===== src/swtp_pkg.sv =====
package swtp_pkg;

	// Default number of entries the stack holds.
	localparam int DEFAULT_DEPTH = 32;

	// Widths of the item fields.
	localparam int NAME_W  = 32;
	localparam int KIND_W  = 8;
	localparam int VALUE_W = 32;
	localparam int OP_W    = 3;
	localparam int STAT_W  = 2;

	// One stored entry. The name sits in the lowest bits so that the packed
	// struct lines up with the stream data word.
	typedef struct packed {
		logic signed [VALUE_W-1:0] value;
		logic [KIND_W-1:0]         kind;
		logic [NAME_W-1:0]         name;
	} entry_t;

	localparam int ENTRY_W = $bits(entry_t);

	typedef enum logic [OP_W-1:0] {
		OP_PUSH   = 3'd0,
		OP_POP    = 3'd1,
		OP_PEEK   = 3'd2,
		OP_REMOVE = 3'd3,
		OP_DRAIN  = 3'd4
	} op_t;

	typedef enum logic [STAT_W-1:0] {
		STAT_OK    = 2'd0,
		STAT_EMPTY = 2'd1,
		STAT_FULL  = 2'd2
	} status_t;

	// What every cell of the chain does in a cycle.
	typedef enum logic [1:0] {
		MODE_HOLD = 2'd0,
		MODE_PUSH = 2'd1,
		MODE_UP   = 2'd2
	} cell_mode_t;

	typedef enum logic [1:0] {
		FSM_IDLE  = 2'd0,
		FSM_WALK  = 2'd1,
		FSM_FLUSH = 2'd2
	} fsm_state_t;

endpackage


===== src/swtp_cell.sv =====
module swtp_cell (
	input  logic                clk,
	input  swtp_pkg::cell_mode_t mode,
	input  logic                wr_sel,
	input  swtp_pkg::entry_t    above,
	input  swtp_pkg::entry_t    below,
	input  swtp_pkg::entry_t    top_in,
	output swtp_pkg::entry_t    q
);
	import swtp_pkg::*;

	entry_t entry_q;

	// A push moves every entry one place away from the top; a shift up moves
	// it one place toward the top, except for the one cell that takes the
	// kept top entry back during a filtered walk.
	always_ff @(posedge clk) begin
		case (mode)
			MODE_PUSH: begin
				entry_q <= above;
			end
			MODE_UP: begin
				entry_q <= wr_sel ? top_in : below;
			end
			default: begin
				entry_q <= entry_q;
			end
		endcase
	end

	assign q = entry_q;

endmodule


===== config.mk =====
export PLATFORM = sky130hd
export DESIGN_NAME = swtp_cell
export DESIGN_NICKNAME = d
export VERILOG_FILES = /design/src/swtp_pkg.sv /design/src/swtp_cell.sv
export SDC_FILE = /design/constraint.sdc
export NUM_CORES = 1
export LEC_CHECK = 0
export ABC_AREA = 1
export BUFFER_PORTS_ARGS = -buffer_cell sky130_fd_sc_hd__clkbuf_2
export CAP_MARGIN = 5
export CORE_AREA = 2 2 114 116
export DETAILED_ROUTE_END_ITERATION = 7
export DIE_AREA = 0 0 116 118
export GPL_ROUTABILITY_DRIVEN = 1
export GPL_TIMING_DRIVEN = 0
export PLACE_DENSITY = 0.79
export SLEW_MARGIN = 20
export SYNTH_ARGS = -nofsm -noshare
export SYNTH_HDL_FRONTEND = slang
export SYNTH_SLANG_ARGS = --single-unit

===== constraint.sdc =====
create_clock -name clk -period 5.1 [get_ports clk]
set_clock_uncertainty 0.1 [all_clocks]
set_input_delay 0.51 -clock clk [delete_from_list [all_inputs] [get_ports clk]]
set_output_delay 0.51 -clock clk [all_outputs]
set_load 0.01 [all_outputs]

**Yosys cells after proc, flatten, opt, wreduce, memory -nomap -nowiden**

Index checks and enable logic that the tools add are counted.

- Output and inout port bits: 72
- Register bits after elaboration: 72
- Input port bits: 220

- Equal/unequal tests: 2
- Reductions and logical operators: 1
- Multiplexer cells: 2

Operators with widths:

| kind | count |
|---|---|
| one-hot mux 72 bit (2 select lines) | 1 |
| 2-to-1 mux 72 bit | 1 |
| == test 2 x 1 -> 1 bit (second input constant) | 1 |
| == test 2 bit (second input constant) | 1 |
| nonzero test 2 bit | 1 |

**Logic depth before layout (Yosys ltp)**

Gate-level depths: netlist of run 1.

- Word-level depth: 2
- Gate-level depth with buffers: 7
- Mapped depth without buffers: 5

**Least setup slack after synthesis of run 1**

OpenSTA, ideal clock, no wires.

- Path type: input port to flip-flop
- Start: input mode[0]
- End: register entry_q, in the netlist q[0] (enable)
- Arrival: 2.219 ns
- Setup slack: 2.355 ns
- Buffers on the path: 0
- Library setup time: 0.426 ns
- Stages: 3
- Required time: 4.574 ns
- Cell sequence: inv_1 -> ha_1 -> inv_1

- Longest elaborated chain between the ends: 2
- Elaborated cells between the ends (all ways): 3
- Those cells by class: 2 x eq/ne; 1 x reduce/logical

Ends and longest elaborated chain:

| element | RTL line | text |
|---|---|---|
| start, declared | swtp_cell.sv:3 | `input swtp_pkg::cell_mode_t mode,` |
| == test 2 bit or == test 2 x 1 -> 1 bit (tied branches) | swtp_cell.sv:18 | `case (mode)` |
| nonzero test 2 bit (no line) * | n/a |  |
| end signal, assigned | swtp_cell.sv:20 | `entry_q <= above;` |
| end signal, assigned | swtp_cell.sv:23 | `entry_q <= wr_sel ? top_in : below;` |
| end signal, assigned | swtp_cell.sv:26 | `entry_q <= entry_q;` |
| end, declared | swtp_cell.sv:12 | `entry_t entry_q;` |

Every way passes the cells marked *; elsewhere a longest branch is shown, timed or not.
A chain may end at the register's enable or synchronous reset.

**Worst setup path after layout of run 1**

- Start: input mode[0]
- End: register entry_q, in the netlist q[21] (enable)

The elaborated chain is that of the path after synthesis.

==> flow_metrics.py, run 1 <==
metrics = {
    "outcome": {
        "status": "finished clean",
    },
    "synth": {
        "synth_top_cell_area_share_pct": 40.33,
        "ys_types": 16,
        "synth_adder_area_share_pct": 0.2334,
        "synthTopCellsByArea": "edfxtp_1 40%, nand2_1 15%, nand2_4 15%, nand3_2 13%, inv_2 5.0%",
        "synth_xor_area_share_pct": 0,
        "syn_nets": 832,
        "synth_top_family_by_area": "simple AND/OR/NAND/NOR gates",
        "synth_top_cell_by_area": "edfxtp_1",
        "syn_area_per_cell_um2": 8.775,
        "yosysSeqAreaShare_pct": 40.33,
        "syn_area_um2": 5361,
        "synthCells": 611,
        "synth_compound_area_share_pct": 0,
        "muxShareOfSynthArea_pct": 0,
        "yosys_warnings": 0,
        "synth_seq_cells": 72,
        "synthSimpleGateAreaFrac_pct": 43.22,
    },
    "sta": {
        "holdWs_ns": 0.3514,
        "slew_headroom_pct": 72.89,
        "tightest_slew_ns": 0.4066,
        "min_period_ns": 1.710,
        "fin_crit_sh_pct": 33.53,
        "fin_tns_setup_ns": 0,
        "setup_viol": 0,
        "slew_violations": 0,
        "max_freq_mhz": 584.8,
        "finalHoldViolCount": 0,
        "rsz0062_at_grt": "false",
    },
    "global_route": {
        "grt_antenna_before_repair": 0,
        "track_usage_pct": 20.86,
        "grt-ovfl-total": 0,
        "grt_pass1_wl_um": 22120,
        "grt_pass1_vias": 4803,
        "grt_max_degree": 46,
    },
    "placement": {
        "gp_congestion": 0.8166,
        "numPortBuffers": 290,
        "hpwl_um": 11450,
    },
    "finish": {
        "area_growth_pct": 36.27,
        "layout_commonest_cell": "clkbuf_2",
        "final_cell_mix": "290 x clkbuf_2, 218 x nand2_1, 72 x edfxtp_1",
        "num_antenna_cells": 0,
        "largest_register_ffs": 72,
        "drive_gt1_share_pct": 59.32,
        "fin_nets": 1134,
        "finish.utilization_pct": 58.85,
    },
    "clocking": {
        "cts_sinks": 72,
        "post_cts_buffers": 0,
        "h-tree-depth": 3,
        "numCtsBuffers": 9,
        "tritoncts": "done",
        "cts_hold_buf": 0,
        "cts_buffer_depth": 2,
        "root_buffer": "clkbuf_16",
        "path_clk_slew_ns": 0.06,
        "cts-resized-gates": 0,
    },
    "worst_setup_path": {
        "crit_type": "primary input to flop",
        "critPathArrivalTime_ns": 1.61,
        "critPathBufInv": 4,
        "critical_path.cell_chain": "clkbuf_2 -> inv_1 -> ha_1 -> inv_4 -> buf_16",
        "endpoint": "q[21]",
        "crit_start": "mode[0]",
        "critical_path_cell_count": 5,
        "worstPathRequired_ns": 5.00,
        "crit_slowest_cell": "ha_1",
        "critPathMaxFanout": 45,
        "crit_path_start_kind": "primary input",
        "cpPeakStageDelay_ns": 0.32,
        "end_kind": "flop",
        "cp_top_family": "buffers and inverters",
    },
    "floorplan": {
        "die_h_um": 118,
        "row_count": 41,
        "dieArea_um2": 13690,
        "floorplan.initialDensity_pct": 43.19,
        "coreArea_um2": 12410,
        "die_w_um": 116,
        "io_pins": 292,
    },
    "power": {
        "peakVddDrop_uv": 148.1,
        "p_per_area_nw_per_um2": 249.5,
        "p_leak_nw": 4.118,
    },
    "route": {
        "vias_per_cell": 4.320,
        "drt_iter0_drc": 217,
        "routed_wl_um": 14340,
        "post_drt_wl_per_cell_um": 13.17,
        "ant_nets": 0,
        "first_pass_iters": 6,
        "drc_errors": 0,
        "num_vias": 4705,
    },
    "worst_hold_path": {
        "min_path_type": "primary input to flop",
    },
    "run": {
        "drv_cap": 0,
    },
}
tightest hold or removal path: cells and delay by family:
| family | cells | cell delay [ns] |
|---|---|---|
| and+or+nand+nor | 2 | 0.09 |
| buffers and inverters | 1 | 0.07 |
worst min-delay path by stage:
stage / start / end / slack [ns] / cells after the start
floorplan: above[0] / q[0] / 0.60 / 2
global placement: above[58] / q[58] / 0.68 / 3
detailed placement: above[55] / q[55] / 0.68 / 3
CTS: above[2] / q[2] / 0.34 / 3
global route: above[49] / q[49] / 0.35 / 3
finish: above[6] / q[6] / 0.35 / 3
cells in the mapped netlist (all sizes together):
library cell / number
buf: 23
clkbuf: 7
clkinv: 43
edfxtp: 72
ha: 1
inv: 105
nand2: 288
nand3: 72
power breakdown:
| group | internal (mW) | total, mW | switching, mW |
|---|---|---|---|
| registers | 0.758 | 0.782 | 0.0236 |
| clock network | 0.324 | 0.547 | 0.223 |
| logic | 0.210 | 0.493 | 0.283 |
| total | 1.29 | 1.82 | 0.530 |
cells by family after synthesis:
kind of cell  after synthesis
fa+ha+maj                   1
simple gates              360
flops                      72
buf+inv                   178
per-layer routing:
| metal | vias to the layer above | global-route usage (%) | wire [um] |
|---|---|---|---|
| met4 | 0 | 8.185 | 385 |
| met1 | 2071 | 23.19 | 5548 |
| met3 | 24 | 5.819 | 1153 |
| met5 | - | 0 | 0 |
| met2 | 195 | 37.10 | 7250 |
| li1 | 2415 | - | - |
final cells by class:
cell class,instances,area (um^2)
fill,1151,5109
multi-input combinational,361,2330
sequential,72,2162
timing repair buffer,291,1479
inverter,148,573.1
buffer,30,299.0
clock buffer,13,240.2
tap,172,215.2
clock inverter,2,7.507
metrics by stage:
step                      cell area, um^2  cells  setup slack (ns)  power, mW
after floorplan                      5361    611             2.355      1.067
after global placement               7028   1073             1.410      1.283
after detailed placement             7058   1074             3.028      1.295
after CTS                            7306   1089             3.375      1.845
after global routing                 7306   1089             3.326      1.919
final                                7306   1089             3.390      1.822
Power figures use the tool's default switching activity.
==> run 2, diff against run 1 <==
CORE_AREA = unset   (was 2 2 114 116)
CORE_UTILIZATION = 41   (was unset)
DIE_AREA = unset   (was 0 0 116 118)
PLACE_DENSITY = 0.78   (was 0.79)
clock period = 1.5 ns   (was 5.1 ns; I/O delays follow)
==> flow_metrics.py, run 2 (synthesis gave the netlist of run 1 again) <==
metrics = {
    "outcome": {
        "status": "finished clean",
    },
    "finish": {
        "fin_nets": 1193,
        "final_cell_mix": "290 x clkbuf_2, 218 x nand2_1, 72 x edfxtp_1",
        "largest_register_ffs": 72,
        "area_growth_pct": 48.33,
        "drive_gt1_share_pct": 56.29,
        "num_antenna_cells": 0,
        "layout_commonest_cell": "clkbuf_2",
    },
    "placement": {
        "gp_congestion": 0.8219,
        "numPortBuffers": 290,
        "hpwl_um": 11140,
        "post-place-ws_ns": -0.04758,
    },
    "global_route": {
        "track_usage_pct": 22.56,
        "grt_pass1_vias": 4908,
        "grt_pass1_wl_um": 22930,
        "grt_max_degree": 34,
        "grt_antenna_before_repair": 0,
        "grt-ovfl-total": 0,
    },
    "worst_setup_path": {
        "critPathMaxFanout": 10,
        "crit_type": "primary input to flop",
        "critPathArrivalTime_ns": 1.29,
        "end_kind": "flop",
        "crit_path_start_kind": "primary input",
        "worstPathRequired_ns": 1.60,
    },
    "sta": {
        "min_period_ns": 1.187,
        "holdWs_ns": 0.006193,
        "fin_crit_sh_pct": 79.15,
        "finalHoldViolCount": 0,
        "tightest_slew_ns": 0.2946,
        "max_freq_mhz": 842.3,
        "slew_headroom_pct": 80.32,
        "slew_violations": 0,
        "worst_slack_ns": 0.3127,
        "setup_viol": 0,
        "fin_tns_setup_ns": 0,
        "rsz0062_at_grt": "false",
    },
    "floorplan": {
        "coreArea_um2": 12670,
        "die_w_um": 116.4,
        "io_pins": 292,
        "row_count": 41,
        "floorplan.initialDensity_pct": 42.31,
        "dieArea_um2": 13540,
        "die_h_um": 116.4,
    },
    "route": {
        "drc_errors": 0,
        "first_pass_iters": 4,
        "vias_per_cell": 4.415,
        "post_drt_wl_per_cell_um": 13.43,
        "num_vias": 5073,
        "routed_wl_um": 15430,
        "ant_nets": 0,
        "drt_iter0_drc": 158,
    },
    "power": {
        "peakVddDrop_uv": 528.1,
        "power_mw": 6.582,
        "p_per_area_nw_per_um2": 827.7,
        "p_leak_nw": 4.383,
    },
    "clocking": {
        "root_buffer": "clkbuf_16",
        "cts_sinks": 72,
        "path_clk_slew_ns": 0.06,
        "h-tree-depth": 3,
        "numCtsBuffers": 9,
        "tritoncts": "done",
        "cts_buffer_depth": 2,
        "post_cts_buffers": 0,
    },
    "worst_hold_path": {
        "hold_path_end": "q[54]",
        "min_path_type": "primary input to flop",
        "hold-path-cell-count": 3,
        "min_from": "above[54]",
    },
    "run": {
        "drv_cap": 0,
    },
}
[run 2: cell count changes in the layout (fill, tap and decap cells not counted), sizes merged]
cell and delta:
buf +1, clkinv +2, bufinv +1, clkbuf -2, inv -1, clkinvlp +1
dlygate4sd3 +58
[run 2: through the flow]
| step | std cells | util (%) | instance area, um^2 |
|---|---|---|---|
| finish | 1149 | 62.76 | 7953 |
| global route | 1149 | 62.76 | 7953 |
| CTS | 1149 | 62.76 | 7953 |
| detailed placement | 1075 | 55.97 | 7092 |
| global placement | 1073 | 55.65 | 7052 |
| floorplan | 611 | - | 5385 |
[run 2: metal layers]
metal / routed length (um) / part of all wire [%] / GRT usage, % / vias to the layer above
met5: 0 / 0 / 0 / -
met4: 444 / 2.9 / 10.26 / 0
met3: 1235 / 8.0 / 5.916 / 35
met2: 7890 / 51 / 41.10 / 243
met1: 5863 / 38 / 24.37 / 2259
li1: - / - / - / 2536
[run 2: worst max-delay path by stage]
stage               startpoint     to  cells past startpoint
global placement       mode[0]  q[36]                      4
global route           mode[0]  q[30]                      8
finish                 mode[0]  q[30]                      8
detailed placement     mode[0]  q[30]                      8
floorplan              mode[0]   q[0]                      3
CTS                    mode[0]  q[30]                      8
[run 2: critical path, stage by stage]
cell and delay, ns:
clkbuf_2 0.14, inv_8 0.03, ha_4 0.14, buf_4 0.18, inv_4 0.14, buf_2 0.29
nand2_1 0.12, nand2_1 0.09
[run 2: final cells by class]
| class | count | area (um^2) |
|---|---|---|
| Clock buffer | 11 | 232.7 |
| Multi-Input combinational cell | 361 | 2342 |
| Tap cell | 172 | 215.2 |
| Buffer | 30 | 299.0 |
| Timing Repair Buffer | 350 | 2072 |
| Clock inverter | 5 | 47.55 |
| Fill cell | 1077 | 4718 |
| Sequential cell | 72 | 2162 |
| Inverter | 148 | 581.8 |
[run 2: where the power goes]
| group | leakage, nW | internal, mW | switching [mW] | total [mW] |
|---|---|---|---|---|
| sequential | 0.703 | 2.58 | 0.0812 | 2.66 |
| clock | 0.138 | 1.27 | 0.833 | 2.11 |
| combinational | 3.54 | 0.822 | 0.997 | 1.82 |
[run 2: what timing repair did]
item                                    in CTS  in global routing
gates resized for setup                      0                  0
endpoints found under the setup margin       0                  0
endpoints found under the hold margin       58                  0
hold buffers                                58                  0
==> run 3, diff against run 2 <==
ABC_AREA = 0   (was 1)
CORE_AREA = 2 2 115 117   (was unset)
CORE_UTILIZATION = unset   (was 41)
DIE_AREA = 0 0 117 119   (was unset)
PLACE_DENSITY = 0.66   (was 0.78)
clock period = 1 ns   (was 1.5 ns; I/O delays follow)
==> flow_metrics.py, run 3 <==
metrics = {
    "clocking": {
        "cts_buffer_depth": 2,
        "h-tree-depth": 3,
        "root_buffer": "clkbuf_16",
        "path_clk_slew_ns": 0.06,
        "tritoncts": "done",
        "numCtsBuffers": 9,
        "cts_sinks": 72,
    },
    "worst_setup_path": {
        "crit_slowest_cell": "edfxtp_1",
        "worstPathRequired_ns": 0.80,
        "cpPeakStageDelay_ns": 0.38,
        "critical_path.cell_chain": "clkbuf_2",
        "crit_path_start_kind": "flop",
        "critPathBufInv": 1,
        "critPathMaxFanout": 1,
        "crit_type": "flop to primary output",
        "cp_top_family": "flip-flops",
        "end_kind": "primary output",
        "critPathArrivalTime_ns": 0.86,
    },
    "finish": {
        "layout_commonest_cell": "clkbuf_2",
        "fin_nets": 901,
        "final_cell_mix": "287 x clkbuf_2, 72 x mux2i_1, 72 x edfxtp_1",
        "finish.utilization_pct": 52.35,
        "drive_gt1_share_pct": 57.23,
        "largest_register_ffs": 72,
        "fill_cells": 1139,
        "num_antenna_cells": 0,
        "area_growth_pct": 80.77,
        "fin_cells": 861,
    },
    "route": {
        "vias_per_cell": 4.466,
        "top_layer_used": "met4",
        "wl_met2_um": 6560,
        "num_vias": 3845,
        "drt_iter0_drc": 119,
        "met1_length_um": 4628,
        "met3_wirelength_um": 955,
        "post_drt_wl_per_cell_um": 14.43,
        "routed_wl_um": 12430,
        "drc_errors": 0,
        "ant_nets": 0,
        "first_pass_iters": 4,
    },
    "global_route": {
        "grt_antenna_before_repair": 0,
        "grt-ovfl-total": 0,
        "grt_max_degree": 36,
        "grt_pass1_vias": 3972,
        "grt_pass1_wl_um": 18420,
        "track_usage_pct": 17.49,
    },
    "synth": {
        "async_flop_share_pct": 0,
        "synth_top_cell_area_share_pct": 57.99,
        "yosys_warnings": 0,
        "syn_area_per_cell_um2": 11.84,
        "synth_flop_cell": "edfxtp_1",
        "synth_top_cell_by_area": "edfxtp_1",
        "syn_area_um2": 3729,
        "synth_seq_cells": 72,
        "synthCells": 315,
        "yosysSeqAreaShare_pct": 57.99,
        "ys_types": 10,
        "synth_edf_count": 72,
        "yosys-top-cells-count": "72 x a21oi_1, 72 x edfxtp_1, 72 x mux2i_1, 72 x nor2_1, 15 x buf_2",
        "synthTopCellsByArea": "edfxtp_1 58%, mux2i_1 19%, a21oi_1 9.7%, nor2_1 7.2%, buf_8 2.8%",
        "syn_nets": 536,
    },
    "floorplan": {
        "io_pins": 292,
        "row_count": 42,
        "die_h_um": 119,
        "dieArea_um2": 13920,
        "floorplan.initialDensity_pct": 28.96,
        "die_w_um": 117,
        "coreArea_um2": 12870,
    },
    "sta": {
        "setup_viol": 72,
        "finalHoldViolCount": 0,
        "worst_slack_ns": -0.06042,
        "min_period_ns": 1.060,
        "tightest_slew_ns": 0.2638,
        "slew_violations": 0,
        "max_freq_mhz": 943.0,
        "fin_crit_sh_pct": 106.0,
        "slew_headroom_pct": 81.91,
        "fin_tns_setup_ns": -2.370,
        "rsz0062_at_grt": "true",
    },
    "run": {
        "drv_cap": 0,
    },
    "placement": {
        "hpwl_um": 9188,
        "dp_cells": 783,
        "numPortBuffers": 290,
        "gp_congestion": 0.7690,
    },
    "outcome": {
        "failed_checks": "negative setup slack",
        "status": "complete, but fails checks",
    },
    "power": {
        "power_mw": 9.633,
        "peakVddDrop_uv": 636.7,
        "p_per_area_nw_per_um2": 1429,
        "p_leak_nw": 3.221,
    },
    "worst_hold_path": {
        "min_path_type": "primary input to flop",
    },
}
## run 3: changes by cell type in the layout (fill, tap and decap cells not counted), sizes merged, moves of 4 or more
cell | before | now
mux2i | 0 | 72
nand2 | 288 | 0
nor2 | 0 | 72
inv | 104 | 1
clkbuf | 308 | 299
nand3 | 72 | 0
buf | 25 | 29
a21oi | 0 | 72
clkinv | 47 | 3
## run 3: worst paths after layout
| check | from | endpoint | depth (start not counted) |
|---|---|---|---|
| max | q[63] | q[63] | 1 |
| min | above[23] | q[23] | 3 |
## run 3: timing repair
item,4_1_cts,5_1_grt
cloned,0,1
hold buffers,61,0
setup endpoints to repair,128,101
hold endpoints to repair,61,0
setup buffers,0,0
gates resized for setup,3,6
## run 3: kinds of logic after synthesis
group,synth area share [%]
multiplexers,19.33
AO/OA/AOI/OAI,9.665
flip-flops,57.99
AND/OR/NAND/NOR,7.248
buffers and inverters,5.436
adder cells (fa/ha/maj),0.3355
## run 3: layout make-up
| type | count | area (um^2) | share of cell area (%) |
|---|---|---|---|
| clock buffers | 11 | 232.7 | 3.453 |
| plain buffers | 24 | 327.8 | 4.864 |
| repair buffers | 354 | 2127 | 31.56 |
| well taps | 176 | 220.2 | 3.267 |
| flip-flops and latches | 72 | 2162 | 32.08 |
| inverters | 2 | 18.77 | 0.2784 |
| clock inverters | 5 | 71.32 | 1.058 |
| multi-input cells | 217 | 1580 | 23.45 |
## run 3: where the power goes
| part | total [mW] | internal, mW | switching [mW] |
|---|---|---|---|
| sequential | 3.98 | 3.86 | 0.119 |
| clock | 3.33 | 2.16 | 1.17 |
| combinational | 2.32 | 1.17 | 1.15 |
## run 3: through the flow
step	setup slack [ns]	cell area (um^2)	hold WS (ns)
2_1_floorplan	-0.8853	4069	0.2078
4_1_cts	-0.08256	6708	0.004191
5_1_grt	-0.1109	6740	0.01736
3_3_place_gp	-1.561	5741	0.3080
6_report	-0.06042	6740	0.007466
3_5_place_dp	-0.4135	5781	0.3143
## run 3: metal layers
metal  global-route usage (%)  vias to the layer above
li1                         -                     1880
met5                        0                        -
met3                    4.529                       20
met2                    32.98                      183
met4                    7.500                        0
met1                    17.68                     1762
